File: config.mk
export PLATFORM = sky130hd
export DESIGN_NAME = bitmap_and_rank_offsets_flat
export DESIGN_NICKNAME = d
export VERILOG_FILES = /design/src/design/bro_pkg.sv /design/src/design/bro_in_if.sv /design/src/design/bro_out_if.sv /design/src/design/bro_scan.sv /design/src/design/bro_out_stage.sv /design/src/design/bitmap_and_rank_offsets.sv /design/src/flat_wrapper.sv
export SDC_FILE = /design/constraint.sdc
export NUM_CORES = 1
export LEC_CHECK = 0
export BUFFER_PORTS_ARGS = -buffer_cell sky130_fd_sc_hd__buf_4
export CAP_MARGIN = 20
export CORE_UTILIZATION = 45
export DETAILED_ROUTE_END_ITERATION = 8
export MAX_ROUTING_LAYER = met4
export PLACE_DENSITY = 0.82
export SETUP_SLACK_MARGIN = 0.15
export SLEW_MARGIN = 20
export SYNTH_ARGS = -nofsm -noshare
export SYNTH_HDL_FRONTEND = slang
export SYNTH_SLANG_ARGS = --single-unit
export TNS_END_PERCENT = 50
File: constraint.sdc
create_clock -name clk -period 4.9 [get_ports clk]
set_clock_uncertainty 0.05 [all_clocks]
set_input_delay 0.49 -clock clk [delete_from_list [all_inputs] [get_ports clk]]
set_output_delay 0.49 -clock clk [all_outputs]
set_load 0.01 [all_outputs]
File: src/design/bro_pkg.sv
// ----------------------------------------------------------------------------
// bro_pkg
// shared widths and types of the bitmap intersection / rank block
// ----------------------------------------------------------------------------
package bro_pkg;

	localparam int WORD_BITS = 64;   // bits of each word taken into account
	localparam int WORD_W    = 64;   // width of the word fields
	localparam int BASE_W    = 24;
	localparam int RANK_W    = 25;

	typedef struct packed {
		logic              valid;
		logic [RANK_W-1:0] rank_a;
		logic [RANK_W-1:0] rank_b;
		logic              last;
	} hit_t;

endpackage

File: src/design/bro_in_if.sv
// ----------------------------------------------------------------------------
// bro_in_if
// input channel: two bitmap words and two base offsets
// ----------------------------------------------------------------------------
interface bro_in_if;
	logic                      valid;
	logic                      ready;
	logic [bro_pkg::WORD_W-1:0] word_a;
	logic [bro_pkg::WORD_W-1:0] word_b;
	logic [bro_pkg::BASE_W-1:0] base_a;
	logic [bro_pkg::BASE_W-1:0] base_b;

	modport source(output valid, output word_a, output word_b, output base_a,
		output base_b, input ready);
	modport sink(input valid, input word_a, input word_b, input base_a,
		input base_b, output ready);
endinterface

File: src/design/bro_out_if.sv
// ----------------------------------------------------------------------------
// bro_out_if
// result channel: rank pair per common bit, last mark
// ----------------------------------------------------------------------------
interface bro_out_if;
	logic                      valid;
	logic                      ready;
	logic [bro_pkg::RANK_W-1:0] rank_a;
	logic [bro_pkg::RANK_W-1:0] rank_b;
	logic                      last;

	modport source(output valid, output rank_a, output rank_b, output last,
		input ready);
	modport sink(input valid, input rank_a, input rank_b, input last,
		output ready);
endinterface

File: src/design/bro_scan.sv
// ----------------------------------------------------------------------------
// bro_scan
// bit-serial scanner: one position per cycle unless a hit waits; rank counters
// ----------------------------------------------------------------------------
module bro_scan (
	input  logic                       clk,
	input  logic                       arst_n,
	input  logic                       start,
	input  logic [bro_pkg::WORD_W-1:0] word_a,
	input  logic [bro_pkg::WORD_W-1:0] word_b,
	input  logic [bro_pkg::BASE_W-1:0] base_a,
	input  logic [bro_pkg::BASE_W-1:0] base_b,
	input  logic                       slot_free,
	output logic                       busy,
	output bro_pkg::hit_t              hit
);

	logic                          busy_q;
	logic [bro_pkg::WORD_BITS-1:0] wa_q;
	logic [bro_pkg::WORD_BITS-1:0] wb_q;
	logic [bro_pkg::RANK_W-1:0]    cnt_a_q;
	logic [bro_pkg::RANK_W-1:0]    cnt_b_q;

	logic                          common_bit;
	logic                          more_common;
	logic                          advance;
	logic [bro_pkg::WORD_BITS-1:0] common_rest;

	assign common_bit  = wa_q[0] & wb_q[0];
	assign common_rest = (wa_q & wb_q) >> 1;
	assign more_common = |common_rest;
	// a position with a hit waits until the output slot can take it
	assign advance     = busy_q && (!common_bit || slot_free);

	assign busy        = busy_q;
	assign hit.valid   = busy_q && common_bit;
	assign hit.rank_a  = cnt_a_q;
	assign hit.rank_b  = cnt_b_q;
	assign hit.last    = !more_common;

	always_ff @(posedge clk or negedge arst_n) begin
		if (!arst_n) begin
			busy_q <= 1'b0;
		end else if (start) begin
			busy_q <= 1'b1;
		end else if (advance && !more_common) begin
			busy_q <= 1'b0;
		end
	end

	always_ff @(posedge clk) begin
		if (start) begin
			// bits above WORD_BITS are dropped here
			wa_q    <= word_a[bro_pkg::WORD_BITS-1:0];
			wb_q    <= word_b[bro_pkg::WORD_BITS-1:0];
			cnt_a_q <= {1'b0, base_a};
			cnt_b_q <= {1'b0, base_b};
		end else if (advance) begin
			wa_q    <= wa_q >> 1;
			wb_q    <= wb_q >> 1;
			cnt_a_q <= cnt_a_q + bro_pkg::RANK_W'(wa_q[0]);
			cnt_b_q <= cnt_b_q + bro_pkg::RANK_W'(wb_q[0]);
		end
	end

endmodule

File: src/design/bro_out_stage.sv
// ----------------------------------------------------------------------------
// bro_out_stage
// output register between the scanner and the result channel
// ----------------------------------------------------------------------------
module bro_out_stage (
	input  logic               clk,
	input  logic               arst_n,
	input  bro_pkg::hit_t      hit,
	output logic               slot_free,
	bro_out_if.source          results
);

	logic                       valid_q;
	logic [bro_pkg::RANK_W-1:0] rank_a_q;
	logic [bro_pkg::RANK_W-1:0] rank_b_q;
	logic                       last_q;

	assign slot_free = !valid_q || results.ready;

	always_ff @(posedge clk or negedge arst_n) begin
		if (!arst_n) begin
			valid_q <= 1'b0;
		end else if (slot_free) begin
			valid_q <= hit.valid;
		end
	end

	always_ff @(posedge clk) begin
		if (slot_free && hit.valid) begin
			rank_a_q <= hit.rank_a;
			rank_b_q <= hit.rank_b;
			last_q   <= hit.last;
		end
	end

	assign results.valid  = valid_q;
	assign results.rank_a = rank_a_q;
	assign results.rank_b = rank_b_q;
	assign results.last   = last_q;

endmodule

File: src/design/bitmap_and_rank_offsets.sv
// ----------------------------------------------------------------------------
// bitmap_and_rank_offsets
// intersection of two bitmap words with rank offsets per common bit
// ----------------------------------------------------------------------------
// a result is taken into the output register from the scanner when it reaches
// a common bit; the scanner holds at that bit until the output slot is free
// the scanner takes one bit position per cycle up to the highest common bit,
// waiting at a hit while the output slot is full, and ends the item there
// the input is not ready while the scanner holds an item
// reset clears the scanner busy flag and the output valid, nothing else
module bitmap_and_rank_offsets (
	input  logic      clk,
	input  logic      arst_n,
	bro_in_if.sink    items,
	bro_out_if.source results
);

	logic          busy;
	logic          slot_free;
	logic          start;
	bro_pkg::hit_t hit;

	assign items.ready = !busy;
	assign start       = items.valid && !busy;

	bro_scan u_scan (
		.clk       (clk),
		.arst_n    (arst_n),
		.start     (start),
		.word_a    (items.word_a),
		.word_b    (items.word_b),
		.base_a    (items.base_a),
		.base_b    (items.base_b),
		.slot_free (slot_free),
		.busy      (busy),
		.hit       (hit)
	);

	bro_out_stage u_out (
		.clk       (clk),
		.arst_n    (arst_n),
		.hit       (hit),
		.slot_free (slot_free),
		.results   (results)
	);

endmodule

File: src/flat_wrapper.sv
// flat-port wrapper written by rule: the top's interface ports become plain ports
module bitmap_and_rank_offsets_flat 
  (clk, arst_n, items_valid, items_word_a, items_word_b, items_base_a, items_base_b, items_ready, results_valid, results_rank_a, results_rank_b, results_last, results_ready);
  bro_in_if items_i ();
  bro_out_if results_i ();
  input  logic clk;
  input  logic arst_n;
  input wire logic [$bits(items_i.valid)-1:0] items_valid;
  input wire logic [$bits(items_i.word_a)-1:0] items_word_a;
  input wire logic [$bits(items_i.word_b)-1:0] items_word_b;
  input wire logic [$bits(items_i.base_a)-1:0] items_base_a;
  input wire logic [$bits(items_i.base_b)-1:0] items_base_b;
  output wire logic [$bits(items_i.ready)-1:0] items_ready;
  output wire logic [$bits(results_i.valid)-1:0] results_valid;
  output wire logic [$bits(results_i.rank_a)-1:0] results_rank_a;
  output wire logic [$bits(results_i.rank_b)-1:0] results_rank_b;
  output wire logic [$bits(results_i.last)-1:0] results_last;
  input wire logic [$bits(results_i.ready)-1:0] results_ready;
  assign items_i.valid = items_valid;
  assign items_i.word_a = items_word_a;
  assign items_i.word_b = items_word_b;
  assign items_i.base_a = items_base_a;
  assign items_i.base_b = items_base_b;
  assign items_ready = items_i.ready;
  assign results_valid = results_i.valid;
  assign results_rank_a = results_i.rank_a;
  assign results_rank_b = results_i.rank_b;
  assign results_last = results_i.last;
  assign results_i.ready = results_ready;
  bitmap_and_rank_offsets u_core (.clk(clk), .arst_n(arst_n), .items(items_i), .results(results_i));
endmodule
==> impl_metrics.yaml <==
floorplanning:
  die-area_mm2: 0.0234
  die_h_um: 153
  io_pins: 233
  die_w_um: 153
  fp-row-count: 54
  initial_utilization: 0.464
  core_mm2: 0.0221
logic_synthesis:
  ys_types: 41
  synth_fp_nets: 1118
  syn_inst: 934
  synth_flop_cell: "edfxtp_1"
  synth-seq-cells: 231
  async_reset_ff_frac: 0.00866
  syn_avg_cell_area_um2: 11.0
  synth_edf_count: 227
  yosysWarnings: 0
  seq_area_frac_synth: 0.674
  synth_area_mm2: 0.0102
clock_tree:
  clk-insertion-delay-late_ns: 0.52
  clk_pin_slew_ns: 0.06
  cts_buffers: 25
  h-tree-depth: 1
  postCtsSetupRepairBufs: 0
  clock-sinks: 231
  root_buffer: "clkbuf_16"
  cts_max_path_buffers: 3
  cts_tree: "built"
worst_setup_path:
  critPathMaxStageDelay_ns: 0.78
  crit_required_ns: 4.99
  path_class: "flop to flop"
  arrival_ns: 3.09
  cpMaxStageDelayCell: "nand2_8"
  reg2reg_setup_slack_ns: 1.90
  critPathLaunchType: "flop"
  worstPathCellList: "inv_1 > nand2_4 > nand2_8 > buf_4"
  crit_fanout: 126
  end_kind: "flop"
global_route:
  grt_overflow: 0
  antenna_found_initial: 0
  grt_max_degree: 135
  grt_pass1_wl_um: 39900
  grt_use_total: 0.227
  grt_pass1_vias: 7488
sta:
  slew_violations: 0
  setup_violations: 0
  timing.final.crit_share: 0.612
  finalSetupTns_ns: 0
  relSlewSlack: 0.324
  tightest_slew_ns: 1.01
  hold_violations: 0
  rsz0062_at_grt: "no"
  post-route-min-period_ns: 3.00
  fmax_ghz: 0.334
pwr:
  power_mw: 7.88
  power_density_mw_per_mm2: 600
  p_leak_nw: 5.56
  vdd.ir_drop.worst_mv: 0.340
placement:
  dp_cells: 1411
  port_buffers: 232
  hpwlAfterDp_um: 18800
  gp_congestion: 0.855
finish:
  drive_above_1_share: 0.245
  instances_no_fill: 1458
  nFillCells: 1801
  areaGrowthSynthToFinish_pct: 28.2
  finish.utilization: 0.595
  nNetsFinal: 1343
  antenna_cells: 0
drt:
  postRouteAntennaNets: 0
  avgViaCountPerCell: 5.34
  drt_iter0_drc: 611
  first_pass_iters: 5
  wire_per_inst_um: 18.1
  via_count: 7793
  drcViolationCount: 0
  wl_um: 26300
run_status:
  status: "finished, final reports clean"
flow_run:
  drv_cap: 0
hold_path:
  min_path_type: "primary input to flop"
## synthesized netlist by cell type, types with 2 or more instances
cell type | number | area (um^2)
buf_1 | 3 | 11.3
nand4_1 | 16 | 100
dfrtp_1 | 2 | 50.1
and3_1 | 2 | 12.5
inv_1 | 6 | 22.5
nor3_1 | 4 | 20.0
nor4_4 | 2 | 42.5
dfxtp_1 | 2 | 40.0
a22o_1 | 15 | 131
nand2_1 | 454 | 1700
clkbuf_1 | 35 | 131
ha_1 | 4 | 50.1
a221oi_1 | 15 | 131
a21oi_1 | 4 | 20.0
o21ai_1 | 2 | 10.0
nor4_2 | 2 | 25.0
xor2_1 | 29 | 254
nand4_2 | 2 | 25.0
nor4_1 | 2 | 12.5
o21ai_0 | 41 | 205
nand3_1 | 16 | 80.1
edfxtp_1 | 227 | 6820
nor2_1 | 15 | 56.3
xnor2_1 | 16 | 140
and2_1 | 2 | 12.5
## per-stage QoR
| stage | hold slack (ns) | worst slack (ns) | area [um^2] |
|---|---|---|---|
| after floorplan | 0.144 | 1.30 | 10300 |
| after global placement | 0.245 | 2.00 | 12300 |
| after detailed placement | 0.242 | 1.92 | 12300 |
| after CTS | 0.126 | 1.90 | 13100 |
| after global routing | 0.134 | 1.73 | 13100 |
| final | 0.144 | 1.90 | 13100 |
## registers in the layout (all words and copies together) (netlist names)
signal	count
u_core.u_scan.busy	1
u_core.u_scan.wb_q	64
u_core.u_out.results.rank_b	25
u_core.u_out.results.rank_a	25
u_core.u_out.results.valid	1
u_core.u_scan.cnt_b_q	25
u_core.u_scan.cnt_a_q	25
u_core.u_out.results.last	1
u_core.u_scan.wa_q	64
## cells in the final DEF (no fill, tap or decap), drive strengths merged, types with 7 or more instances in the layout
master	count
nand2	454
buf	237
edfxtp	227
o21ai	43
clkbuf	32
xor2	29
nand4	18
nand3	17
xnor2	16
nor2	15
a22o	15
a221oi	15
clkinv	9
inv	7
## metal layers
metal | global-route usage | vias to the layer above | share of wire
met5 | - | - | 0
met4 | 0.0587 | 0 | 0.021
met3 | 0.0349 | 43 | 0.089
met2 | 0.384 | 418 | 0.49
met1 | 0.286 | 3649 | 0.39
li1 | - | 3683 | -
## logic make-up after synthesis
logic type	share of synthesized area
adder cells (fa/ha/maj)	0.00488
XOR/XNOR	0.0385
AO/OA/AOI/OAI	0.0509
AND/OR/NAND/NOR	0.214
flip-flops	0.674
buffers and inverters	0.0177
## where the power goes
part	total (mW)	internal [mW]	switching (mW)	leakage, nW
sequential	4.23	3.50	0.722	2.42
clock	1.94	1.18	0.756	0.418
combinational	1.72	0.784	0.938	2.73
## worst paths after layout
check,start,end,depth (start not counted)
min,results_ready,u_core.u_out.results.valid$_DFFE_PN0P_,2
max,u_core.u_scan.busy$_DFFE_PN0P_,u_core.u_scan.wb_q[53]$_DFFE_PP_,4
min reg2reg,u_core.u_scan.cnt_a_q[24]$_SDFFE_PP0P_,u_core.u_out.results.rank_a[24]$_DFFE_PP_,0
max reg2reg,u_core.u_scan.busy$_DFFE_PN0P_,u_core.u_scan.wb_q[53]$_DFFE_PP_,4
min in group asynchronous,arst_n,u_core.u_out.results.valid$_DFFE_PN0P_,2
max in group asynchronous,arst_n,u_core.u_scan.busy$_DFFE_PN0P_,2
## repair_timing
item | 4_1_cts | 5_1_grt
gates resized for setup | 0 | 0
hold buffers | 1 | 0
endpoints found under the hold margin | 2 | 0
## cell type report
type / instances / area [um^2] / area share
Sequential cell: 231 / 6910 / 0.526
Multi-Input combinational cell: 657 / 3200 / 0.244
Timing Repair Buffer: 238 / 1800 / 0.137
Clock buffer: 32 / 672 / 0.0511
Tap cell: 280 / 350 / 0.0267
Clock inverter: 14 / 180 / 0.0137
Inverter: 6 / 22.5 / 0.00171
## worst max-delay path: cells and delay by family (launching register included)
family	cells	cell delay (ns)
DFF	1	0.47
buffers and inverters	2	0.84
and+or+nand+nor	2	1.10
No activity file was read; power rests on OpenSTA's default activity.
